$ cat src/rtl/lfsd_pkg.sv
package lfsd_pkg;

    localparam logic [7:0] PROTOCOL_BYTE = 8'h1a;
    localparam logic [7:0] OPTIONS_BYTE  = 8'h00;
    localparam int MIN_STREAM   = 9;
    localparam int MIN_FRAME    = 7;
    localparam int RECORD_BYTES = 5;

    localparam logic KIND_PIXEL     = 1'b0;
    localparam logic KIND_FRAME_END = 1'b1;

    localparam int QUEUE_DEPTH = 4;
    localparam int QUEUE_AW    = $clog2(QUEUE_DEPTH);

    typedef struct packed {
        logic        kind;
        logic [15:0] frame_index;
        logic [7:0]  frame_delay;
        logic [7:0]  pos_x;
        logic [7:0]  pos_y;
        logic [7:0]  red;
        logic [7:0]  green;
        logic [7:0]  blue;
        logic        last_of_run;
    } lfsd_result_t;

    // up to two results per byte, first slot filled first
    typedef struct packed {
        logic         valid0;
        logic         valid1;
        lfsd_result_t res0;
        lfsd_result_t res1;
    } lfsd_push_t;

endpackage

$ cat src/rtl/lfsd_if.sv
interface lfsd_byte_if;
    logic       valid;
    logic       ready;
    logic [7:0] data_byte;

    modport source(output valid, output data_byte, input ready);
    modport sink(input valid, input data_byte, output ready);
endinterface

interface lfsd_result_if;
    logic        valid;
    logic        ready;
    logic        kind;
    logic [15:0] frame_index;
    logic [7:0]  frame_delay;
    logic [7:0]  pos_x;
    logic [7:0]  pos_y;
    logic [7:0]  red;
    logic [7:0]  green;
    logic [7:0]  blue;
    logic        last_of_run;

    modport source(
        output valid, output kind, output frame_index, output frame_delay,
        output pos_x, output pos_y, output red, output green, output blue,
        output last_of_run, input ready
    );
    modport sink(
        input valid, input kind, input frame_index, input frame_delay,
        input pos_x, input pos_y, input red, input green, input blue,
        input last_of_run, output ready
    );
endinterface

$ cat src/rtl/lfsd_parser.sv
module lfsd_parser
    import lfsd_pkg::*;
#(
    parameter int LENGTH_BITS = 16
) (
    input  logic        clk,
    input  logic        rst_n,
    input  logic        byte_fire,
    input  logic [7:0]  data_byte,
    input  logic        cfg_we,
    input  logic [15:0] cfg_wdata,
    output lfsd_push_t  push
);

    localparam logic [2:0] PH_PROTO = 3'd0;
    localparam logic [2:0] PH_OPTS  = 3'd1;
    localparam logic [2:0] PH_DELAY = 3'd2;
    localparam logic [2:0] PH_COUNT = 3'd3;
    localparam logic [2:0] PH_PIXEL = 3'd4;
    localparam logic [2:0] PH_IDLE  = 3'd5;

    localparam logic [2:0] FP_X     = 3'd0;
    localparam logic [2:0] FP_Y     = 3'd1;
    localparam logic [2:0] FP_RED   = 3'd2;
    localparam logic [2:0] FP_GREEN = 3'd3;
    localparam logic [2:0] FP_BLUE  = 3'd4;

    logic [LENGTH_BITS-1:0] len_reg, len_next;
    logic [LENGTH_BITS-1:0] seen_reg, seen_next;
    logic [2:0]             phase_reg, phase_next;
    logic [2:0]             field_reg, field_next;
    logic [7:0]             pixels_reg, pixels_next;
    logic [15:0]            frame_reg, frame_next;
    logic [7:0]             delay_reg, delay_next;
    logic [7:0]             x_reg, x_next;
    logic [7:0]             y_reg, y_next;
    logic [7:0]             red_reg, red_next;
    logic [7:0]             green_reg, green_next;

    logic                   active;
    logic [LENGTH_BITS-1:0] remaining;
    logic [LENGTH_BITS-1:0] after;
    logic [7:0]             pixels_dec;
    logic                   pix;
    logic                   close;
    lfsd_result_t           pix_res;
    lfsd_result_t           end_res;

    assign active     = (phase_reg != PH_IDLE) && (seen_reg < len_reg);
    assign remaining  = len_reg - seen_reg;
    assign after      = remaining - LENGTH_BITS'(1);
    assign pixels_dec = pixels_reg - 8'd1;

    always_comb
    begin
        len_next    = len_reg;
        seen_next   = seen_reg;
        phase_next  = phase_reg;
        field_next  = field_reg;
        pixels_next = pixels_reg;
        frame_next  = frame_reg;
        delay_next  = delay_reg;
        x_next      = x_reg;
        y_next      = y_reg;
        red_next    = red_reg;
        green_next  = green_reg;
        pix         = 1'b0;
        close       = 1'b0;

        if (cfg_we)
        begin
            // new length re-arms the parser
            len_next    = LENGTH_BITS'(cfg_wdata);
            seen_next   = '0;
            phase_next  = PH_PROTO;
            field_next  = FP_X;
            pixels_next = '0;
            frame_next  = '0;
        end
        else if (byte_fire && active)
        begin
            seen_next = seen_reg + LENGTH_BITS'(1);
            case (phase_reg)
                PH_PROTO:
                begin
                    if (len_reg < LENGTH_BITS'(MIN_STREAM) || data_byte != PROTOCOL_BYTE)
                        phase_next = PH_IDLE;
                    else
                        phase_next = PH_OPTS;
                end
                PH_OPTS:
                begin
                    phase_next = (data_byte != OPTIONS_BYTE) ? PH_IDLE : PH_DELAY;
                end
                PH_DELAY:
                begin
                    if (remaining < LENGTH_BITS'(MIN_FRAME))
                        phase_next = PH_IDLE;
                    else
                    begin
                        delay_next = data_byte;
                        phase_next = PH_COUNT;
                    end
                end
                PH_COUNT:
                begin
                    pixels_next = data_byte;
                    field_next  = FP_X;
                    if (data_byte == 8'd0 || after < LENGTH_BITS'(RECORD_BYTES))
                        close = 1'b1;
                    else
                        phase_next = PH_PIXEL;
                end
                PH_PIXEL:
                begin
                    case (field_reg)
                        FP_X:
                        begin
                            x_next     = data_byte;
                            field_next = FP_Y;
                        end
                        FP_Y:
                        begin
                            y_next     = data_byte;
                            field_next = FP_RED;
                        end
                        FP_RED:
                        begin
                            red_next   = data_byte;
                            field_next = FP_GREEN;
                        end
                        FP_GREEN:
                        begin
                            green_next = data_byte;
                            field_next = FP_BLUE;
                        end
                        default:
                        begin
                            pix         = 1'b1;
                            field_next  = FP_X;
                            pixels_next = pixels_dec;
                            if (pixels_dec == 8'd0 || after < LENGTH_BITS'(RECORD_BYTES))
                                close = 1'b1;
                        end
                    endcase
                end
                default:
                begin
                    phase_next = PH_IDLE;
                end
            endcase

            if (close)
            begin
                frame_next  = frame_reg + 16'd1;
                pixels_next = '0;
                field_next  = FP_X;
                phase_next  = PH_DELAY;
            end
        end
    end

    always_comb
    begin
        pix_res.kind        = KIND_PIXEL;
        pix_res.frame_index = frame_reg;
        pix_res.frame_delay = delay_reg;
        pix_res.pos_x       = x_reg;
        pix_res.pos_y       = y_reg;
        pix_res.red         = red_reg;
        pix_res.green       = green_reg;
        pix_res.blue        = data_byte;
        pix_res.last_of_run = !close;

        end_res.kind        = KIND_FRAME_END;
        end_res.frame_index = frame_reg;
        end_res.frame_delay = delay_reg;
        end_res.pos_x       = '0;
        end_res.pos_y       = '0;
        end_res.red         = '0;
        end_res.green       = '0;
        end_res.blue        = '0;
        end_res.last_of_run = 1'b1;

        push.valid0 = pix || close;
        push.valid1 = pix && close;
        push.res0   = pix ? pix_res : end_res;
        push.res1   = end_res;
    end

    always_ff @(posedge clk or negedge rst_n)
    begin
        if (!rst_n)
        begin
            len_reg    <= '0;
            seen_reg   <= '0;
            phase_reg  <= PH_PROTO;
            field_reg  <= FP_X;
            pixels_reg <= '0;
            frame_reg  <= '0;
            delay_reg  <= '0;
            x_reg      <= '0;
            y_reg      <= '0;
            red_reg    <= '0;
            green_reg  <= '0;
        end
        else
        begin
            len_reg    <= len_next;
            seen_reg   <= seen_next;
            phase_reg  <= phase_next;
            field_reg  <= field_next;
            pixels_reg <= pixels_next;
            frame_reg  <= frame_next;
            delay_reg  <= delay_next;
            x_reg      <= x_next;
            y_reg      <= y_next;
            red_reg    <= red_next;
            green_reg  <= green_next;
        end
    end

    a_pair_order: assert property (@(posedge clk) disable iff (!rst_n)
        push.valid1 |-> push.valid0 && push.res0.kind == KIND_PIXEL)
        else $error("second result without a pixel result first");

    a_last_flag: assert property (@(posedge clk) disable iff (!rst_n)
        push.valid0 |-> push.res0.last_of_run == !push.valid1)
        else $error("last_of_run misplaced");

    a_rearm: assert property (@(posedge clk) disable iff (!rst_n)
        cfg_we |=> seen_reg == '0 && phase_reg == PH_PROTO && frame_reg == 16'd0)
        else $error("length write did not re-arm parser");

endmodule

$ cat src/rtl/lfsd_result_fifo.sv
module lfsd_result_fifo
    import lfsd_pkg::*;
(
    input  logic                 clk,
    input  logic                 rst_n,
    input  lfsd_push_t           push,
    output logic                 room,
    lfsd_result_if.source        result
);

    logic [QUEUE_AW-1:0] wr_ptr_reg, wr_ptr_next;
    logic [QUEUE_AW-1:0] rd_ptr_reg, rd_ptr_next;
    logic [QUEUE_AW:0]   count_reg, count_next;
    logic [QUEUE_AW:0]   push_n;
    logic [QUEUE_AW-1:0] wr_ptr_second;
    logic                pop;
    lfsd_result_t        entry_reg [QUEUE_DEPTH];
    lfsd_result_t        head;

    assign push_n        = (QUEUE_AW+1)'(push.valid0) + (QUEUE_AW+1)'(push.valid1);
    assign pop           = result.valid && result.ready;
    assign count_next    = count_reg + push_n - (QUEUE_AW+1)'(pop);
    assign wr_ptr_next   = wr_ptr_reg + push_n[QUEUE_AW-1:0];
    assign rd_ptr_next   = rd_ptr_reg + QUEUE_AW'(pop);
    assign wr_ptr_second = wr_ptr_reg + QUEUE_AW'(1);

    // one byte may leave two results, so hold space for a pair
    assign room = count_reg <= (QUEUE_AW+1)'(QUEUE_DEPTH - 2);

    assign head               = entry_reg[rd_ptr_reg];
    assign result.valid       = count_reg != '0;
    assign result.kind        = head.kind;
    assign result.frame_index = head.frame_index;
    assign result.frame_delay = head.frame_delay;
    assign result.pos_x       = head.pos_x;
    assign result.pos_y       = head.pos_y;
    assign result.red         = head.red;
    assign result.green       = head.green;
    assign result.blue        = head.blue;
    assign result.last_of_run = head.last_of_run;

    always_ff @(posedge clk or negedge rst_n)
    begin
        if (!rst_n)
        begin
            wr_ptr_reg <= '0;
            rd_ptr_reg <= '0;
            count_reg  <= '0;
        end
        else
        begin
            wr_ptr_reg <= wr_ptr_next;
            rd_ptr_reg <= rd_ptr_next;
            count_reg  <= count_next;
        end
    end

    always_ff @(posedge clk)
    begin
        if (push.valid0)
            entry_reg[wr_ptr_reg] <= push.res0;
        if (push.valid1)
            entry_reg[wr_ptr_second] <= push.res1;
    end

    a_no_overflow: assert property (@(posedge clk) disable iff (!rst_n)
        count_reg <= (QUEUE_AW+1)'(QUEUE_DEPTH))
        else $error("result queue overflow");

    a_pair_fits: assert property (@(posedge clk) disable iff (!rst_n)
        push.valid0 |-> count_reg <= (QUEUE_AW+1)'(QUEUE_DEPTH - 2))
        else $error("push without room for a pair");

    a_pop_only: assert property (@(posedge clk) disable iff (!rst_n)
        pop && !push.valid0 |=> count_reg == $past(count_reg) - (QUEUE_AW+1)'(1))
        else $error("queue count off after transfer out");

endmodule

$ cat src/rtl/led_frame_stream_deframer.sv
// channel   dir  payload                                      transfer when
// stream    in   data_byte                                    valid && ready
// result    out  kind, frame_index, frame_delay, pos_x/y,     valid && ready
//                red, green, blue, last_of_run
// cfg       in   cfg_wdata (stream_length)                    cfg_we
//
// one byte per cycle while stream.ready is high; each byte is parsed in the cycle it transfers in
// a byte yields up to two results, queued in a four-entry result queue
// stream.ready drops only while the queue has fewer than two free entries
// results leave one per cycle; a pixel plus frame end is followed by at least
// one byte with no result, so the stream side never stalls while the result
// side never stalls; rst_n clears all control state
module led_frame_stream_deframer
    import lfsd_pkg::*;
#(
    parameter int LENGTH_BITS = 16
) (
    input  logic          clk,
    input  logic          rst_n,
    lfsd_byte_if.sink     stream,
    lfsd_result_if.source result,
    input  logic          cfg_we,
    input  logic [15:0]   cfg_wdata
);

    logic       room;
    logic       byte_fire;
    lfsd_push_t push;

    assign stream.ready = room;
    assign byte_fire    = stream.valid && stream.ready;

    lfsd_parser #(
        .LENGTH_BITS(LENGTH_BITS)
    ) u_parser (
        .clk       (clk),
        .rst_n     (rst_n),
        .byte_fire (byte_fire),
        .data_byte (stream.data_byte),
        .cfg_we    (cfg_we),
        .cfg_wdata (cfg_wdata),
        .push      (push)
    );

    lfsd_result_fifo u_fifo (
        .clk    (clk),
        .rst_n  (rst_n),
        .push   (push),
        .room   (room),
        .result (result)
    );

endmodule

$ cat src/flat_wrapper.sv
// flat-port wrapper written by rule: the top's interface ports become plain ports
module led_frame_stream_deframer_flat import lfsd_pkg::*;
#(
    parameter int LENGTH_BITS = 16
)
  (clk, rst_n, cfg_we, cfg_wdata, stream_valid, stream_data_byte, stream_ready, result_valid, result_kind, result_frame_index, result_frame_delay, result_pos_x, result_pos_y, result_red, result_green, result_blue, result_last_of_run, result_ready);
  lfsd_byte_if stream_i ();
  lfsd_result_if result_i ();
  input  logic clk;
  input  logic rst_n;
  input  logic cfg_we;
  input  logic [15:0] cfg_wdata;
  input wire logic [$bits(stream_i.valid)-1:0] stream_valid;
  input wire logic [$bits(stream_i.data_byte)-1:0] stream_data_byte;
  output wire logic [$bits(stream_i.ready)-1:0] stream_ready;
  output wire logic [$bits(result_i.valid)-1:0] result_valid;
  output wire logic [$bits(result_i.kind)-1:0] result_kind;
  output wire logic [$bits(result_i.frame_index)-1:0] result_frame_index;
  output wire logic [$bits(result_i.frame_delay)-1:0] result_frame_delay;
  output wire logic [$bits(result_i.pos_x)-1:0] result_pos_x;
  output wire logic [$bits(result_i.pos_y)-1:0] result_pos_y;
  output wire logic [$bits(result_i.red)-1:0] result_red;
  output wire logic [$bits(result_i.green)-1:0] result_green;
  output wire logic [$bits(result_i.blue)-1:0] result_blue;
  output wire logic [$bits(result_i.last_of_run)-1:0] result_last_of_run;
  input wire logic [$bits(result_i.ready)-1:0] result_ready;
  assign stream_i.valid = stream_valid;
  assign stream_i.data_byte = stream_data_byte;
  assign stream_ready = stream_i.ready;
  assign result_valid = result_i.valid;
  assign result_kind = result_i.kind;
  assign result_frame_index = result_i.frame_index;
  assign result_frame_delay = result_i.frame_delay;
  assign result_pos_x = result_i.pos_x;
  assign result_pos_y = result_i.pos_y;
  assign result_red = result_i.red;
  assign result_green = result_i.green;
  assign result_blue = result_i.blue;
  assign result_last_of_run = result_i.last_of_run;
  assign result_i.ready = result_ready;
  led_frame_stream_deframer #(.LENGTH_BITS(LENGTH_BITS)) u_core (.clk(clk), .rst_n(rst_n), .stream(stream_i), .result(result_i), .cfg_we(cfg_we), .cfg_wdata(cfg_wdata));
endmodule
$ cat config.mk
export PLATFORM = sky130hd
export DESIGN_NAME = led_frame_stream_deframer_flat
export DESIGN_NICKNAME = d
export VERILOG_FILES = /design/src/rtl/lfsd_pkg.sv /design/src/rtl/lfsd_if.sv /design/src/rtl/lfsd_parser.sv /design/src/rtl/lfsd_result_fifo.sv /design/src/rtl/led_frame_stream_deframer.sv /design/src/flat_wrapper.sv
export SDC_FILE = /design/constraint.sdc
export NUM_CORES = 1
export LEC_CHECK = 0
export BUFFER_PORTS_ARGS = -buffer_cell sky130_fd_sc_hd__buf_2
export CORE_MARGIN = 2
export CORE_UTILIZATION = 55
export DETAILED_ROUTE_END_ITERATION = 10
export PLACE_DENSITY_LB_ADDON = 0.2
export SYNTH_ARGS = -nofsm -noshare
export SYNTH_HDL_FRONTEND = slang
export SYNTH_SLANG_ARGS = --single-unit
export TNS_END_PERCENT = 20
$ cat constraint.sdc
create_clock -name clk -period 5.7 [get_ports clk]
set_input_delay 0.285 -clock clk [delete_from_list [all_inputs] [get_ports clk]]
set_output_delay 0.285 -clock clk [all_outputs]
set_load 0.03 [all_outputs]
Yosys cells after proc, flatten, opt, wreduce, memory -nomap -nowiden
Memories as Yosys holds them, arrays and structs flattened. Index checks and enable logic that the tools add are counted.

Bits in registers: 109. Latch bits: 0. RAM bits: 264. Bits in read-only memories: 0. Bits of input ports: 29. Output and inout bits: 68. Memories: 1.

$add $sub $neg: 11. $mul: 0. Div/mod/pow operators: 0. $lt $le $gt $ge: 5. Eq/ne operators: 12. Shifts and indexed selects: 0. Mux-type cells: 40. Bitwise operators: 2. Reduce and logical (&&, ||, !) cells: 29.

Memory list: u_core.u_fifo.entry_reg (depth 4, width 66, read ports 1, clocked after Yosys merged registers in 0, write ports 2, line lfsd_result_fifo.sv:17) `lfsd_result_t entry_reg [QUEUE_DEPTH];`.

Operator list (number): $mux W16 (5); $mux W66 (1); $add A16 B1 Y16 const B (2); $lt A16 B3 Y1 const B (2); $mux W8 (4); $mux W3 (10); $reduce_and A4 Y1 (5); $logic_not A8 Y1 (2); $lt A16 B16 Y1 (1); $lt A16 B4 Y1 const B (1); $pmux W8 S2 (1); $sub A16 B1 Y16 const B (1); $sub A16 B16 Y16 (1); $mux W1 (15); $pmux W3 S5 (1); $eq A3 B2 Y1 const B (4); $pmux W3 S4 (1); $ne A4 B4 Y1 const B (2); $ne A8 B5 Y1 const B (1); $reduce_bool A8 Y1 (1); $sub A8 B1 Y8 const B (1); $eq A3 B1 Y1 const B (2); $logic_not A3 Y1 (2); $ne A3 B3 Y1 const B (2); other kinds (20) (31).

Longest topological paths before layout
Gate-level depths: netlist of run 1.

Word-level depth: 15. Gate-level depth with buffers: 19. Depth with buffers taken out: 18.

By module
A second synthesis of run 1 with hierarchy kept.

Cell total of the unflattened synthesis: 1419. Area, all modules: 19949.1 sq um.

Modules (own cells, without submodules): lfsd_result_fifo (instances 1, cells an instance 677, area each 13061.3 sq um); lfsd_parser (instances 1, cells an instance 741, area each 6881.6 sq um); led_frame_stream_deframer (instances 1, cells an instance 1, area each 6.3 sq um).

Worst setup path before layout of run 1
No wires, ideal clock.

Path kind: flip-flop to flip-flop. Start: reg u_core.u_parser.seen_reg[3]. End: mem u_core.u_fifo.entry_reg[0][41] (netlist bit), enable pin. Arrival time: 4446 ps. Setup slack: 860 ps. Stages on the path, launching flop included: 18. Path buffers: 2. Cell sequence: dfrtp_1 > inv_1 > ha_1 > o21ai_0 > a21oi_1 > o31a_1 > or4_1 > and3_1 > clkbuf_1 > nand4b_1 > o41ai_1 > nor2b_1 > inv_1 > ha_1 > nor2_1 > a21boi_1 > inv_1 > clkbuf_1.

RTL lines: start, declared (line lfsd_parser.sv:29) `logic [LENGTH_BITS-1:0] seen_reg, seen_next;`; start signal, assigned (line lfsd_parser.sv:210) `seen_reg <= seen_next;`; end, declared (line lfsd_result_fifo.sv:17).

==> results of run 1 <==
[cells by family after synthesis]
logic type	Yosys count
adder cells (fa/ha/maj)	28
AO/OA/AOI/OAI	296
multiplexers	134
flip-flops	373
AND/OR/NAND/NOR	350
XOR/XNOR	28
buffers and inverters	141
[metrics by stage]
step | total power, mW | worst slack, ns | hold slack (ns)
2_1_floorplan | 3.90 | 0.860 | -0.0106
6_report | 6.79 | 0.681 | 0.0290
3_3_place_gp | 4.22 | 0.735 | 0.394
3_5_place_dp | 4.24 | 0.712 | 0.393
5_1_grt | 7.05 | 0.266 | 0.00559
4_1_cts | 6.84 | 0.697 | 0.00900
[metal layers]
| metal | up-vias | routed length (um) | GRT usage [%] |
|---|---|---|---|
| met1 | 5840 | 17600 | 35.8 |
| met5 | - | 0 | 0 |
| met4 | 0 | 874 | 6.91 |
| met2 | 363 | 18800 | 41.6 |
| met3 | 68 | 2270 | 3.50 |
| li1 | 5235 | - | - |
[cell type report]
| class | instances | area share, % |
|---|---|---|
| clock inverter | 19 | 1.24 |
| inverter | 44 | 0.871 |
| multi-input combinational | 836 | 37.9 |
| clock buffer | 53 | 5.79 |
| sequential | 373 | 47.4 |
| timing repair buffer | 133 | 4.22 |
| tap | 390 | 2.57 |
[synthesized netlist by cell type (4+ instances only)]
| cell | instances |
|---|---|
| dfxtp_1 | 168 |
| o22ai_1 | 6 |
| nand2b_1 | 9 |
| nor2_1 | 82 |
| edfxtp_1 | 96 |
| or3_1 | 5 |
| nand3_1 | 17 |
| or4_1 | 4 |
| buf_6 | 4 |
| nand2_1 | 43 |
| o21a_1 | 7 |
| a31o_2 | 4 |
| mux2i_1 | 4 |
| and3_1 | 59 |
| inv_1 | 44 |
| a21oi_1 | 40 |
| xnor2_1 | 23 |
| o31ai_1 | 9 |
| a211oi_1 | 11 |
| nor2b_1 | 39 |
| mux2_4 | 4 |
| a22o_1 | 160 |
| ha_1 | 26 |
| nor4_1 | 9 |
| mux2_2 | 60 |
| dfrtp_1 | 109 |
| clkbuf_1 | 77 |
| buf_2 | 4 |
| nor3_1 | 18 |
| buf_1 | 9 |
| mux4_2 | 66 |
| nand4_1 | 16 |
| and2_1 | 29 |
| o21ai_0 | 23 |
| xor2_1 | 5 |
[worst max-delay path, delay by kind of cell, from the launching register on]
family	cells	cell delay, ns
DFF	1	0.38
and+or+nand+nor	6	1.76
adders and majority gates	3	0.69
AOI/OAI and AO/OA	5	1.51
buffers and inverters	3	0.55
[timing repair]
item,4_1_cts,5_1_grt
hold endpoints to repair,66,0
hold buffers,16,0
resized for setup,0,0
[final timing paths]
kind	slack, ns	cells after the start	end	start
min in group asynchronous	0.36	2	u_core.u_parser.seen_reg[6]	rst_n
max in group asynchronous	3.99	3	u_core.u_fifo.rd_ptr_reg[0]	rst_n
hold reg to reg	0.45	2	u_core.u_fifo.entry_reg[0][65]	u_core.u_fifo.entry_reg[0][65]
hold / removal	0.03	2	u_core.u_parser.len_reg[4]	cfg_wdata[4]
setup reg to reg	0.68	17	u_core.u_fifo.entry_reg[2][9]	u_core.u_parser.len_reg[0]
setup / recovery	0.68	17	u_core.u_fifo.entry_reg[2][9]	u_core.u_parser.len_reg[0]
[where the power goes]
| group | total (mW) | internal, mW | switching [mW] |
|---|---|---|---|
| clock | 2.61 | 1.55 | 1.06 |
| combinational | 1.14 | 0.502 | 0.643 |
| sequential | 3.04 | 2.79 | 0.249 |
==> results.toml, run 1 <==
[cts]
cts_max_level = 2
cts_sinks = 373
path_clk_slew_ns = 0.06
insertion_delay_ns = 0.54
clk_path_buf_depth = 3
cts_buffers = 39
post_cts_buffers = 0
clockRootBuffer = "clkbuf_16"
tritoncts = "built"

[timing]
grt_setup_unrepaired = "false"
skew_ns = 0.0209
clock.fmax_ghz = 0.199
finalSetupViolCount = 0
tns_ns = 0
hold_viol_final = 0
min_period_ns = 5.02
maxSlewViolCount = 0
slew_headroom_pct = 21.3
post-route-period-util_pct = 88.0
worstMarginPinSlew_ns = 1.18

[worst_setup_path]
cp_slowest_cell = "o41ai_1"
crit_required_ns = 6.13
critPathArrivalTime_ns = 5.44
crit_path_start_kind = "register"
worstSetupPathType = "register to register"
cp_max_fo = 65
path_cells = "inv_1 > ha_1 > fa_1 > nand2b_1 > a21oi_1 > o31a_1 > or4_1 > and3_1 > nand4b_1 > o41ai_1 > nor2b_1 > inv_1 > ha_1 > nor2_1 > a21oi_4 > buf_4 > a22o_1"
cp_slowest_stage_delay_ns = 0.63
endpoint_kind = "register"

[place]
place.port_buffers = 96
gp_congestion = 0.879
dp_hpwl_mm = 23.3
postPlaceCellArea_sq_um = 17500
numPlacedInstances = 1760

[pwr]
peakVddDrop_uv = 201
power.density_nw_per_um2 = 358
p_leak_nw = 7.82

[floorplan]
core_region_area_sq_um = 29800
fp.dieH_um = 178
row_count = 63
die_area_sq_um = 31800
initial_utilization_pct = 56.0
pin_count = 97
die_w_um = 178

[routing]
antenna_left = 0
vias = 11506
route.detailed.wl_per_inst_um = 21.4
wl_mm = 39.5
dr.pass1.iters = 5
drc = 0
first_iter_violations = 970
vias_per_cell = 6.23

[cells_and_area]
fin_nets = 1484
multi_input_area_sq_um = 7190
final_cell_mix = "168 x dfxtp_1, 160 x a22o_1, 107 x dfrtp_1, 96 x edfxtp_1, 95 x buf_2"
insertedDiodeCount = 0
regArea_sq_um = 8980
final_core_util_pct = 63.6
largest_register_ffs = 264
fin_area_sq_um = 19000
fillers = 2354
final_common_cell = "dfxtp_1"
drive_gt1_share_pct = 23.0
areaGrowthSynthToFinish_pct = 13.6
fin_cells = 1848

[synth]
synth_ff_type = "dfxtp_1"
synthAdderAreaFrac_pct = 2.19
synthSimpleGateAreaFrac_pct = 11.5
synth_area_leaders = "dfxtp_1 20%, edfxtp_1 17%, dfrtp_1 16%"
synth_largest_area_cell = "dfxtp_1"
syn-num-nets = 1407
avgSynthCellArea_sq_um = 12.4
ys_types = 75
synth_top_area_share_pct = 20.2
synth-seq-cells = 373
syn_inst = 1350
synth-async-reset-ratio_pct = 29.2
synthMuxAreaShare_pct = 13.6
ys_seq_area_share_pct = 53.8
synth_xor_area_share_pct = 1.47
yosysWarningCount = 0
synth-compound-area-share_pct = 14.1
netlist_area_sq_um = 16700
synth_top_family_by_area = "compound AO/OA/AOI/OAI gates"
synth_edf_count = 96

[worst_hold_path]
min_path_type = "primary input to register"

[job]
maxCapViolCount = 0

[run_status]
status = "finished clean"

[grt]
grt_pass1_wl_mm = 63.2
antenna_found_initial = 0
grt_overflow = 0
first_global_vias = 11545
grt_max_degree = 75
globalRouteTotalUtil_pct = 25.4
No activity file was read; power rests on OpenSTA's default activity.
==> run 2, diff against run 1 <==
==> constraint.sdc (replaced) <==
create_clock -name clk -period 5.6 [get_ports clk]
set_input_delay 0.28 -clock clk [delete_from_list [all_inputs] [get_ports clk]]
set_output_delay 0.28 -clock clk [all_outputs]
set_load 0.03 [all_outputs]
==> run 2 against run 1 <==
- clock power down 2%
- clock-buffer cell count is 1 lower
- first-iteration DRC count up 9.3%
- utilization shrank 0.13 points
- routed wire length fell by 2.0%
- combinational power up 17%
- via count down 0.80%
- worst setup slack worse by 0.19 ns
- flip-flop and latch count stayed put
- clock skew is 0.0067 ns lower
==> results.toml, run 2 (same netlist as run 1, synthesis figures left out) <==
[routing]
drc = 0
vias = 11414
dr.pass1.iters = 5
wl_mm = 38.7
route.detailed.wl_per_inst_um = 20.9
first_iter_violations = 1060
antenna_left = 0
vias_per_cell = 6.17

[timing]
slew_headroom_pct = 24.1
clock.fmax_ghz = 0.196
finalSetupViolCount = 0
hold_viol_final = 0
tns_ns = 0
worstMarginPinSlew_ns = 1.13
min_period_ns = 5.11
skew_ns = 0.0142
grt_setup_unrepaired = "false"
layout_setup_ws_ns = 0.488
post-route-period-util_pct = 91.3
maxSlewViolCount = 0

[place]
place.port_buffers = 96
dp_hpwl_mm = 23.1
pre_cts_ws_ns = 0.506
gp_congestion = 0.902

[worst_setup_path]
worstSetupPathType = "register to register"
cp_max_fo = 45
crit_required_ns = 6.01
crit_path_start_kind = "register"
endpoint_kind = "register"
critPathArrivalTime_ns = 5.52

[floorplan]
fp.dieH_um = 178
row_count = 63
initial_utilization_pct = 56.0
pin_count = 97
die_area_sq_um = 31800
die_w_um = 178
core_region_area_sq_um = 29800

[cells_and_area]
final_common_cell = "dfxtp_1"
fillers = 2313
areaGrowthSynthToFinish_pct = 13.4
drive_gt1_share_pct = 23.3
fin_nets = 1486
final_cell_mix = "168 x dfxtp_1, 160 x a22o_1, 107 x dfrtp_1, 96 x edfxtp_1, 95 x buf_2"
final_core_util_pct = 63.5
largest_register_ffs = 264
insertedDiodeCount = 0

[grt]
grt_pass1_wl_mm = 61.7
grt_max_degree = 75
first_global_vias = 11367
globalRouteTotalUtil_pct = 24.8
grt_overflow = 0
antenna_found_initial = 0

[pwr]
power.density_nw_per_um2 = 369
peakVddDrop_uv = 232
p_leak_nw = 7.97

[cts]
cts_max_level = 2
tritoncts = "built"
path_clk_slew_ns = 0.06
cts_buffers = 39
clk_path_buf_depth = 3
post_cts_buffers = 0
insertion_delay_ns = 0.53
clockRootBuffer = "clkbuf_16"
cts_sinks = 373

[run_status]
status = "finished clean"

[worst_hold_path]
min_path_type = "primary input to register"

[job]
maxCapViolCount = 0
-- run 2: cell type report --
class / instances / area [sq um] / area share (%)
well taps: 390 / 488 / 2.58
clock inverters: 19 / 163 / 0.860
multi-input cells: 836 / 7190 / 38.0
repair buffers: 135 / 818 / 4.32
flip-flops and latches: 373 / 8980 / 47.5
inverters: 44 / 165 / 0.873
clock buffers: 52 / 1110 / 5.89
-- run 2: routing by layer --
layer	track usage, %	part of all wire, %
met5	0	0
met4	6.37	2.0
met3	4.13	6.4
met2	39.8	47
met1	35.3	45
-- run 2: final timing paths --
path                                                startpoint                             end  slack (ns)  cells after the start
max in group asynchronous                                rst_n        u_core.u_parser.y_reg[6]        4.01                      3
worst max-delay path               u_core.u_parser.seen_reg[3]  u_core.u_fifo.entry_reg[2][18]        0.49                     16
worst min-delay path                              result_ready     u_core.u_fifo.rd_ptr_reg[0]        0.17                      4
worst max register to register     u_core.u_parser.seen_reg[3]  u_core.u_fifo.entry_reg[2][18]        0.49                     16
min in group asynchronous                                rst_n      u_core.u_parser.len_reg[7]        0.39                      2
worst min register to register  u_core.u_fifo.entry_reg[2][65]  u_core.u_fifo.entry_reg[2][65]        0.46                      2
-- run 2: critical path: stages (launching register included) --
cell and delay [ns]:
dfrtp_1 0.41, inv_1 0.08, ha_1 0.36, o21ai_0 0.19, a21oi_1 0.10, o31a_1 0.30
or4_1 0.50, and3_1 0.29, nand4b_1 0.22, o41ai_1 0.61, nor2b_1 0.24, inv_1 0.06
ha_1 0.27, nor2_1 0.37, a21oi_4 0.27, buf_4 0.40, a22o_1 0.31
-- run 2: stage by stage --
step                instances  area [sq um]  power (mW)  hold WS, ns
finish                   1849         18900        6.98        0.166
global route             1849         18900        7.25        0.193
CTS                      1849         18900        7.04        0.183
detailed placement       1761         17500        4.49        0.439
global placement         1761         17500        4.47        0.430
floorplan                1350         16700        4.10      -0.0156
-- run 2: where the power goes --
group	leakage [nW]	internal (mW)	switching (mW)
clock network	0.640	1.50	1.05
logic	3.56	0.584	0.743
registers	3.77	2.84	0.266
total	7.97	4.92	2.06
-- run 2: what timing repair did --
action	4_1_cts	5_1_grt
resized for setup	0	0
setup endpoints to repair	0	0
hold buffers	17	0
hold endpoints to repair	77	0
